**src/hw/rtl/mat4mul_pkg.sv**
```systemverilog
// shared types and constants of the fixed-point matrix multiplier
package mat4mul_pkg;

	localparam logic [1:0] CMD_LOAD_A   = 2'd0;
	localparam logic [1:0] CMD_LOAD_B   = 2'd1;
	localparam logic [1:0] CMD_MULTIPLY = 2'd2;

	localparam logic [31:0] SAT_MAX = 32'h7fff_ffff;
	localparam logic [31:0] SAT_MIN = 32'h8000_0000;

	typedef struct packed {
		logic [1:0]         command;
		logic [1:0]         element_row;
		logic [1:0]         element_col;
		logic signed [31:0] element_value;
	} cmd_req_t;

	typedef struct packed {
		logic [1:0]         out_row;
		logic [1:0]         out_col;
		logic signed [31:0] out_value;
		logic               out_last;
	} res_req_t;

	// travels alongside each read issued to the stores
	typedef struct packed {
		logic valid;
		logic first;
		logic last;
	} mac_ctl_t;

	typedef enum logic [1:0] {
		ST_IDLE,
		ST_ISSUE,
		ST_DRAIN
	} seq_state_t;

endpackage

```
**src/hw/rtl/mat4mul_store.sv**
```systemverilog
// the two matrix memories with per-entry valid bits and registered reads
module mat4mul_store #(
	parameter int DEPTH = 16,
	parameter int AW    = 4
) (
	input  logic                 clk,
	input  logic                 arst_n,
	input  logic                 we_a,
	input  logic                 we_b,
	input  logic [AW-1:0]        waddr,
	input  logic [31:0]          wdata,
	input  logic [AW-1:0]        raddr_a,
	input  logic [AW-1:0]        raddr_b,
	output logic signed [31:0]   rd_a,
	output logic signed [31:0]   rd_b
);

	logic [31:0]      mem_a [DEPTH];
	logic [31:0]      mem_b [DEPTH];
	logic [DEPTH-1:0] va_q;
	logic [DEPTH-1:0] vb_q;
	logic [31:0]      rda_q;
	logic [31:0]      rdb_q;
	logic             rva_q;
	logic             rvb_q;

	always_ff @(posedge clk) begin
		if (we_a) begin
			mem_a[waddr] <= wdata;
		end
		if (we_b) begin
			mem_b[waddr] <= wdata;
		end
		rda_q <= mem_a[raddr_a];
		rdb_q <= mem_b[raddr_b];
	end

	// an entry never written since reset reads as zero
	always_ff @(posedge clk or negedge arst_n) begin
		if (!arst_n) begin
			va_q  <= '0;
			vb_q  <= '0;
			rva_q <= 1'b0;
			rvb_q <= 1'b0;
		end else begin
			if (we_a) begin
				va_q[waddr] <= 1'b1;
			end
			if (we_b) begin
				vb_q[waddr] <= 1'b1;
			end
			rva_q <= va_q[raddr_a];
			rvb_q <= vb_q[raddr_b];
		end
	end

	assign rd_a = rva_q ? rda_q : '0;
	assign rd_b = rvb_q ? rdb_q : '0;

endmodule

```
**src/hw/rtl/mat4mul_mac.sv**
```systemverilog
// multiply-accumulate pipeline with final shift and saturation
module mat4mul_mac #(
	parameter int DIM       = 4,
	parameter int FRAC_BITS = 16
) (
	input  logic                   clk,
	input  logic                   arst_n,
	input  mat4mul_pkg::mac_ctl_t  ctl,
	input  logic signed [31:0]     a,
	input  logic signed [31:0]     b,
	input  logic                   take,
	output logic                   done,
	output logic [31:0]            value
);

	import mat4mul_pkg::*;

	localparam int ACC_W = 64 + $clog2(DIM);

	mac_ctl_t                 ctl_s1;
	mac_ctl_t                 ctl_s2;
	logic signed [63:0]       prod_s2;
	logic signed [ACC_W-1:0]  acc_q;
	logic signed [ACC_W-1:0]  shifted;
	logic                     done_q;
	logic                     in_range;

	always_ff @(posedge clk or negedge arst_n) begin
		if (!arst_n) begin
			ctl_s1 <= '0;
			ctl_s2 <= '0;
			done_q <= 1'b0;
		end else begin
			ctl_s1 <= ctl;
			ctl_s2 <= ctl_s1;
			if (ctl_s2.valid && ctl_s2.last) begin
				done_q <= 1'b1;
			end else if (take) begin
				done_q <= 1'b0;
			end
		end
	end

	always_ff @(posedge clk) begin
		prod_s2 <= 64'(a) * 64'(b);
		if (ctl_s2.valid) begin
			if (ctl_s2.first) begin
				acc_q <= ACC_W'(prod_s2);
			end else begin
				acc_q <= acc_q + ACC_W'(prod_s2);
			end
		end
	end

	// floor shift, then clamp to the 32-bit signed range
	always_comb begin
		shifted  = acc_q >>> FRAC_BITS;
		in_range = (&shifted[ACC_W-1:31]) || !(|shifted[ACC_W-1:31]);
		if (in_range) begin
			value = shifted[31:0];
		end else if (shifted[ACC_W-1]) begin
			value = SAT_MIN;
		end else begin
			value = SAT_MAX;
		end
	end

	assign done = done_q;

	a_drained: assert property (@(posedge clk) disable iff (!arst_n)
		done_q |-> !ctl_s1.valid && !ctl_s2.valid)
		else $error("result held while products still in flight");

	a_no_issue_held: assert property (@(posedge clk) disable iff (!arst_n)
		ctl.valid |-> !done_q)
		else $error("new dot product issued over an untaken result");

	a_done_follows_last: assert property (@(posedge clk) disable iff (!arst_n)
		(ctl_s2.valid && ctl_s2.last) |=> done_q)
		else $error("final term accumulated without raising done");

endmodule

```
**src/hw/rtl/matrix4x4_multiply.sv**
```systemverilog
// top level: command decode, dot-product sequencer and result register
//
//  channel  | valid      | stall      | payload | carries
//  ---------+------------+------------+---------+------------------------------
//  command  | cmd_valid  | cmd_stall  | cmd     | load of A or B, or multiply
//  result   | res_valid  | res_stall  | res     | one product element per request
//
// a load is taken while idle; command 3 is taken and dropped.
// during a multiply each element reads one term per cycle from the memories;
// each term passes the registered read, the product register and the
// accumulator before the element lands in the result register.
// reset empties both matrices (all entries read zero) and the result register.
// result stall holds the sequencer before the next element; commands stall
// while a multiply is running.
module matrix4x4_multiply #(
	parameter int DIM       = 4,
	parameter int FRAC_BITS = 16
) (
	input  logic                   clk,
	input  logic                   arst_n,
	input  logic                   cmd_valid,
	output logic                   cmd_stall,
	input  mat4mul_pkg::cmd_req_t  cmd,
	output logic                   res_valid,
	input  logic                   res_stall,
	output mat4mul_pkg::res_req_t  res
);

	import mat4mul_pkg::*;

	localparam int IW    = $clog2(DIM);
	localparam int DEPTH = DIM * DIM;
	localparam int AW    = $clog2(DEPTH);
	localparam logic [IW-1:0] LAST_IDX = IW'(DIM - 1);

	seq_state_t         state_q;
	seq_state_t         state_d;
	logic [IW-1:0]      r_q;
	logic [IW-1:0]      c_q;
	logic [IW-1:0]      k_q;
	logic               cmd_take;
	logic               idx_ok;
	logic               we_a;
	logic               we_b;
	logic [AW-1:0]      waddr;
	logic [AW-1:0]      raddr_a;
	logic [AW-1:0]      raddr_b;
	logic signed [31:0] rd_a;
	logic signed [31:0] rd_b;
	mac_ctl_t           mac_ctl;
	logic               mac_done;
	logic [31:0]        mac_value;
	logic               out_load;
	logic               elem_last;
	logic               res_valid_q;
	res_req_t           res_q;

	assign cmd_take  = cmd_valid && !cmd_stall;
	assign idx_ok    = (32'(cmd.element_row) < DIM) && (32'(cmd.element_col) < DIM);
	assign waddr     = AW'(32'(cmd.element_row) * DIM + 32'(cmd.element_col));
	assign we_a      = cmd_take && idx_ok && (cmd.command == CMD_LOAD_A);
	assign we_b      = cmd_take && idx_ok && (cmd.command == CMD_LOAD_B);
	assign raddr_a   = AW'(32'(r_q) * DIM + 32'(k_q));
	assign raddr_b   = AW'(32'(k_q) * DIM + 32'(c_q));
	assign elem_last = (r_q == LAST_IDX) && (c_q == LAST_IDX);

	always_comb begin
		state_d = state_q;
		unique case (state_q)
			ST_IDLE: begin
				if (cmd_valid && cmd.command == CMD_MULTIPLY) begin
					state_d = ST_ISSUE;
				end
			end
			ST_ISSUE: begin
				if (k_q == LAST_IDX) begin
					state_d = ST_DRAIN;
				end
			end
			ST_DRAIN: begin
				if (out_load) begin
					state_d = elem_last ? ST_IDLE : ST_ISSUE;
				end
			end
			default: state_d = ST_IDLE;
		endcase
	end

	always_comb begin
		cmd_stall     = (state_q != ST_IDLE);
		mac_ctl.valid = (state_q == ST_ISSUE);
		mac_ctl.first = (k_q == '0);
		mac_ctl.last  = (k_q == LAST_IDX);
		out_load      = (state_q == ST_DRAIN) && mac_done && (!res_valid_q || !res_stall);
	end

	always_ff @(posedge clk or negedge arst_n) begin
		if (!arst_n) begin
			state_q     <= ST_IDLE;
			r_q         <= '0;
			c_q         <= '0;
			k_q         <= '0;
			res_valid_q <= 1'b0;
		end else begin
			state_q <= state_d;
			if (cmd_take && cmd.command == CMD_MULTIPLY) begin
				r_q <= '0;
				c_q <= '0;
				k_q <= '0;
			end else if (state_q == ST_ISSUE) begin
				k_q <= (k_q == LAST_IDX) ? '0 : k_q + 1'b1;
			end else if (out_load) begin
				// row-major walk over the product
				if (c_q == LAST_IDX) begin
					c_q <= '0;
					r_q <= r_q + 1'b1;
				end else begin
					c_q <= c_q + 1'b1;
				end
			end
			if (out_load) begin
				res_valid_q <= 1'b1;
			end else if (!res_stall) begin
				res_valid_q <= 1'b0;
			end
		end
	end

	always_ff @(posedge clk) begin
		if (out_load) begin
			res_q.out_row   <= 2'(r_q);
			res_q.out_col   <= 2'(c_q);
			res_q.out_value <= mac_value;
			res_q.out_last  <= elem_last;
		end
	end

	assign res_valid = res_valid_q;
	assign res       = res_q;

	mat4mul_store #(
		.DEPTH (DEPTH),
		.AW    (AW)
	) u_store (
		.clk     (clk),
		.arst_n  (arst_n),
		.we_a    (we_a),
		.we_b    (we_b),
		.waddr   (waddr),
		.wdata   (cmd.element_value),
		.raddr_a (raddr_a),
		.raddr_b (raddr_b),
		.rd_a    (rd_a),
		.rd_b    (rd_b)
	);

	mat4mul_mac #(
		.DIM       (DIM),
		.FRAC_BITS (FRAC_BITS)
	) u_mac (
		.clk    (clk),
		.arst_n (arst_n),
		.ctl    (mac_ctl),
		.a      (rd_a),
		.b      (rd_b),
		.take   (out_load),
		.done   (mac_done),
		.value  (mac_value)
	);

	a_load_quiet: assert property (@(posedge clk) disable iff (!arst_n)
		(we_a || we_b) |-> !mac_done && !mac_ctl.valid)
		else $error("memory written while a multiply is in progress");

	a_last_corner: assert property (@(posedge clk) disable iff (!arst_n)
		(out_load && elem_last) |=> res_q.out_last && res_q.out_col == 2'(DIM - 1))
		else $error("final element not marked at the last column");

	a_no_overwrite: assert property (@(posedge clk) disable iff (!arst_n)
		(res_valid_q && res_stall) |-> !out_load)
		else $error("result register loaded while held");

endmodule

```
**config.mk**
```make
export PLATFORM = sky130hd
export DESIGN_NAME = matrix4x4_multiply
export DESIGN_NICKNAME = d
export VERILOG_FILES = /design/src/hw/rtl/mat4mul_pkg.sv /design/src/hw/rtl/mat4mul_store.sv /design/src/hw/rtl/mat4mul_mac.sv /design/src/hw/rtl/matrix4x4_multiply.sv
export SDC_FILE = /design/constraint.sdc
export NUM_CORES = 2
export LEC_CHECK = 0
export CORE_UTILIZATION = 65
export DETAILED_ROUTE_END_ITERATION = 12
export DONT_BUFFER_PORTS = 1
export PLACE_DENSITY = 0.9
export SLEW_MARGIN = 20
export SYNTH_ARGS = -nofsm -noshare
export SYNTH_HDL_FRONTEND = slang
export SYNTH_HIERARCHICAL = 1
export SYNTH_SLANG_ARGS = --single-unit
```
**constraint.sdc**
```tcl
create_clock -name clk -period 11.5 [get_ports clk]
set_clock_uncertainty 0.2 [all_clocks]
set_input_delay 1.15 -clock clk [delete_from_list [all_inputs] [get_ports clk]]
set_output_delay 1.15 -clock clk [all_outputs]
set_load 0.02 [all_outputs]
```
# Word-level counts from Yosys, hierarchy flattened
# Memories as Yosys holds them, arrays and structs flattened. A register that Yosys moved wholly into a read port is not among the register bits.
# Cells that the tools add are included.
# word_totals
elab_cells	114
mem_count	2
ramBits	1024
register_bits	217
out_inout_bits	39
# classes
n_addsub	7
muxes	35
reduce_logical	29
n_lt_le_gt_ge	4
eq_ne	12
multipliers	1
bitwise	2
# mem_list
memory	depth	width	read_ports	rd_ports_with_merged_regs	wr	line	source
u_store.mem_a	16	32	1	1	1	mat4mul_store.sv:18	logic [31:0] mem_a [DEPTH];
u_store.mem_b	16	32	1	1	1	mat4mul_store.sv:19	logic [31:0] mem_b [DEPTH];
# op_table
operator	count
32-bit two-way mux	4
66-bit by 64-bit adder with 66-bit output	1
66-bit two-way mux	1
32-bit by 32-bit multiplier with 64-bit output	1
16-bit bitwise OR	2
2-bit two-way mux	14
19-bit AND reduction	1
19-bit OR reduction	1
4-bit by 5-bit less-than comparator with 1-bit output (second input constant)	3
4-bit by 2-bit adder with 4-bit output	3
1-bit two-way mux	12
2-bit == test (second input constant)	5
1-bit logical AND	10
2-bit nonzero test	5
1-bit binary-select mux with 4-bit select	2
2-bit != test (second input constant)	4
2-bit by 1-bit adder with 2-bit output (second input constant)	3
2-bit logical NOT	3
2-bit one-hot mux with 3 select lines	1
3-bit AND reduction	2
1-bit demux with 4-bit select	1
2-bit by 1-bit == test with 1-bit output (second input constant)	2
4-bit by 1-bit greater-or-equal comparator with 1-bit output (second input constant)	1
1-bit logical NOT	4
other kinds (3)	4

# Depth between registers and ports, before layout
# logic_depth
word_depth	6
depth_mapped	31
mapped_depth_nobuf	28

# Hierarchy
# Netlist, hierarchy kept.
# by_module_without_submodules
module	instances	cells_per_inst	seq_area_each_um2	area_per_inst_um2
mat4mul_mac	1	4827	3438.3	44640.3
mat4mul_store	1	1831	32881.5	41778.8
matrix4x4_multiply	1	91	1336.3	1657.8

# Worst setup path after synthesis
# No wires, ideal clock.
# synth_path
kind	register -> register
startpoint	register u_store.rvb_q
endpoint	register u_mac.prod_s2[61]
arrival_time_ps	8378
path_stages_with_launch	32
t_required_ps	11209
setup_slack_ps	2832
path_cell_list	dfrtp_1 > clkbuf_1 > and2_1 > clkbuf_1 > nand2_1 > inv_1 > fa_1 > fa_1 > inv_1 > fa_1 > inv_1 > fa_1 > inv_1 > fa_1 > inv_1 > fa_1 > inv_1 > fa_1 > fa_1 > inv_1 > ha_1 > clkbuf_1 > a21o_1 > a21o_1 > a21oi_1 > o21bai_1 > a21oi_1 > o21bai_1 > a21oi_1 > mux2_2 > a41o_1 > a311oi_1
# synth_between
elab_chain_len	2
# synth_rtl
element	line	source
start: declaration	mat4mul_store.sv:25	logic rvb_q;
start signal: assignment	mat4mul_store.sv:53	rvb_q <= vb_q[raddr_b];
32-bit two-way mux	mat4mul_store.sv:58	assign rd_b = rvb_q ? rdb_q : '0;
named net rd_b[5]	matrix4x4_multiply.sv:49	logic signed [31:0] rd_b;
32-bit by 32-bit multiplier with 64-bit output	mat4mul_mac.sv:45	prod_s2 <= 64'(a) * 64'(b);
end signal: assignment	mat4mul_mac.sv:45	
end: declaration	mat4mul_mac.sv:22	logic signed [63:0] prod_s2;
# The timed path passes the listed nets, and every way through them passes these cells.
# A chain may end at the register's enable or synchronous reset.

# Worst setup path after layout
# layout_path
startpoint	register u_store.rva_q
endpoint	register u_mac.prod_s2[61]
# layout_between
elab_chain_len	2
# layout_rtl
element	line	source
start: declaration	mat4mul_store.sv:24	logic rva_q;
start signal: assignment	mat4mul_store.sv:52	rva_q <= va_q[raddr_a];
32-bit two-way mux	mat4mul_store.sv:57	assign rd_a = rva_q ? rda_q : '0;
named net rd_a[31]	matrix4x4_multiply.sv:48	logic signed [31:0] rd_a;
32-bit by 32-bit multiplier with 64-bit output	mat4mul_mac.sv:45	
# The timed path passes the listed nets, and every way through them passes these cells.

==> out/results.txt <==
Clk Latency, worst-skew pair = 830 ps
Initial antenna violation count = 15
Hold Path End = u_mac/ctl_s2[0]
Global route total overflow = 0
IO Count = 81
Initial Util = 65.7%
Non-Filler Instances = 8490
Critical path endpoint category = flip-flop
CP top delay family = adder cells
Setup WS post-layout = 1650 ps
Final antenna-violating net count = 0
Number of synthesized flops with an enable pin = 1127
Top_reg_cell synth = edfxtp_1
Via density = 6.58
Critical Path Max Stage Delay = 1010 ps
Worst path required time = 11930 ps
Core area = 134000 sq um
Clock Tree Buf Depth = 3
Status = finished, final reports clean
Max Cap Viol = 0
Setup violators final = 0
Num rows = 134
Global-route wire length before repair = 365 mm
Sw Ratio = 41.0%
Yosys cell types = 92
CTS Sinks = 1305
Via count of the routed design = 55900
Startpoint Class = flip-flop
Port buffer count = 0
Post-layout minimum cycle time = 9850 ps
Reg2reg start = u_store/rva_q
Critical setup path kind = reg -> reg
Inserted Clock Buffers = 120
Gate power share = 46.6%
Hold path startpoint = u_mac/ctl_s1[0]
Net Sw Power = 7.85 mW
DP Cell Count = 8256
Int Power = 11.3 mW
Reg area = 37700 sq um
Number of global-route vias before repair = 60700
Die H = 370 microns
Synth cell count leaders = 1127 x edfxtp_1, 1083 x fa_1, 1055 x inv_1, 698 x nand2_1, 591 x and2_1
CTS clk-pin slew, worst paths = 70 ps
Drt pass-1 iters = 8
Fillcell total = 7866
Synth async-reset ratio = 3.83%
Clock root cell = clkbuf_16
Yosys reg bits = 1305
H-tree depth = 3
Synthesis Warnings = 6
Synth Area per Inst = 13.1 sq um
CTS tree = yes
Seq pwr share = 32.5%
Footprint of the multi-input gates = 45100 sq um
Most common cell on crit path = fa_1
RSZ-0062 raised after global routing = no
Period utilisation layout = 85.7%
Top cells by area, synth = edfxtp_1 38%, fa_1 25%, mux4_2 5.5%, inv_1 4.5%, and2_1 4.2%
Hold Path Depth = 0
Placer Congestion = 0.980
Worst reg-to-reg path cell count = 30
Layout cells sized above 1 = 9.34%
Top cell type's share of synthesized area = 38.4%
Routed length per instance = 28.4 microns
Cell leakage power = 37.9 nW
Hold WC Path Type = reg -> reg
Largest net degree at the start of global routing = 84
Total track usage = 36.0%
DRC viols = 0
Buffers plus inverters on the worst setup path = 9
Synth area leader = edfxtp_1
DP Worst Slack = 1920 ps
Total Neg Setup Slack = 0 ps
Fmax achieved = 101 MHz
Clock share of power = 20.9%
Hold WS = 114 ps
Initial DRC Count = 6996
# hold bufs at CTS = 2
Worst path slowest cell = fa_1
Post-CTS Resized = 0
Final nets = 7992
Mapped Cells = 6749
Die area = 137000 sq um
Crit Path Max Fanout = 32
R2R Setup Slk = 1650 ps
Area grow syn2layout = 6.43%
HPWL Detailed = 153 mm
Synthesized Nets = 8127
ANT cells = 0
Die width = 370 microns
Worst-margin pin slew = 1210 ps
Max-slew violations = 0
PwrDens = 204 nW/um^2
Final wirelength = 241 mm
Cell Area, Synth = 88100 sq um
Relative max-transition margin = 19.4%
Crit path DAT = 10290 ps
Sequential element share of the synthesized area = 42.8%
Post-CTS setup buffer count = 0
Final Hold Viols = 0
Cell with the most instances after synthesis = edfxtp_1
Reg-to-reg endpoint = u_mac/prod_s2[61]
Peak supply drop = 0.220 mV
==> power by group through the flow <==
stage	sequential [mW]	clock [mW]	combinational, mW
2_1_floorplan	5.98	0	6.55
3_3_place_gp	6.25	0	8.18
3_5_place_dp	6.28	0	8.61
4_1_cts	6.20	4.03	8.75
5_1_grt	6.26	4.19	9.71
6_report	6.23	4.00	8.92
==> sequential cells by signal, summed over array words and instances, names as in the netlist, 3 cells and up <==
register / count
u_store/mem_a: 512
u_store/mem_b: 512
u_mac/acc_q: 66
u_mac/prod_s2: 64
res: 37
u_store/rda_q: 32
u_store/rdb_q: 32
u_store/va_q: 16
u_store/vb_q: 16
u_mac/ctl_s1: 3
u_mac/ctl_s2: 3
==> worst reg2reg max path, delay by kind of cell (launching register included) <==
family / cells / cell delay, ps
fa+ha+maj: 9 / 5130
compound gates: 9 / 1630
buf+inv: 9 / 1550
simple gates: 2 / 450
mux: 1 / 370
flops: 1 / 350
==> worst max path at each step <==
stage,start,to,slack (ps),cells past startpoint
global placement,u_store/rva_q,u_mac/prod_s2[61],2150,30
CTS,u_store/rva_q,u_mac/prod_s2[61],1800,30
floorplan,u_store/rvb_q,u_mac/prod_s2[61],2830,31
global route,u_store/rva_q,u_mac/prod_s2[61],1240,30
finish,u_store/rva_q,u_mac/prod_s2[61],1650,30
detailed placement,u_store/rvb_q,u_mac/prod_s2[61],1920,25
==> cell type report <==
type	instances	share of cell area [%]
clock buffers	167	3.54
clock inverters	63	0.641
inverters	1055	4.22
multi-input cells	4028	48.1
flip-flops and latches	1305	40.2
well taps	1768	2.36
repair buffers	104	0.918
==> per-layer routing <==
metal  part of all wire, %  wire, microns  track usage, %  vias to the layer above
li1                      -              -               -                    22100
met1                    33          78500            43.4                    27800
met2                    47         114000            58.1                     4669
met3                    13          31900            10.7                     1239
met4                   6.8          16400            21.0                       14
met5                 0.039             95               0                        -
==> layout by cell type (no fill, tap or decap), drive strengths merged, types with 138 or more instances in the layout <==
cell    Yosys  routed
ha        253     253
inv      1055    1057
o21ai     139     139
clkbuf    302     167
nand2     698     698
edfxtp   1127    1127
a21oi     138     138
and2      591     591
fa       1083    1083
mux4      264     264
==> stage by stage <==
stage | total power [mW] | util, % | area [sq um]
after floorplan | 12.5 | - | 88100
after global placement | 14.4 | 66.9 | 89700
after detailed placement | 14.9 | 67.0 | 89700
after CTS | 19.0 | 69.9 | 93700
final | 19.2 | 70.0 | 93700
after global routing | 20.2 | 70.0 | 93700
==> cell families (layout without fill, tap and decap cells) <==
group	count (synthesis)	after routing	synth area share, %
AOI/OAI and AO/OA	662	662	5.05
xor gates and xnor gates	126	126	1.25
adders and majority gates	1336	1336	28.2
buffers and inverters	1416	1389	6.42
DFF	1305	1305	42.8
muxes	267	267	6.99
and+or+nand+nor	1637	1637	9.32
No activity file was read; power rests on OpenSTA's default activity.
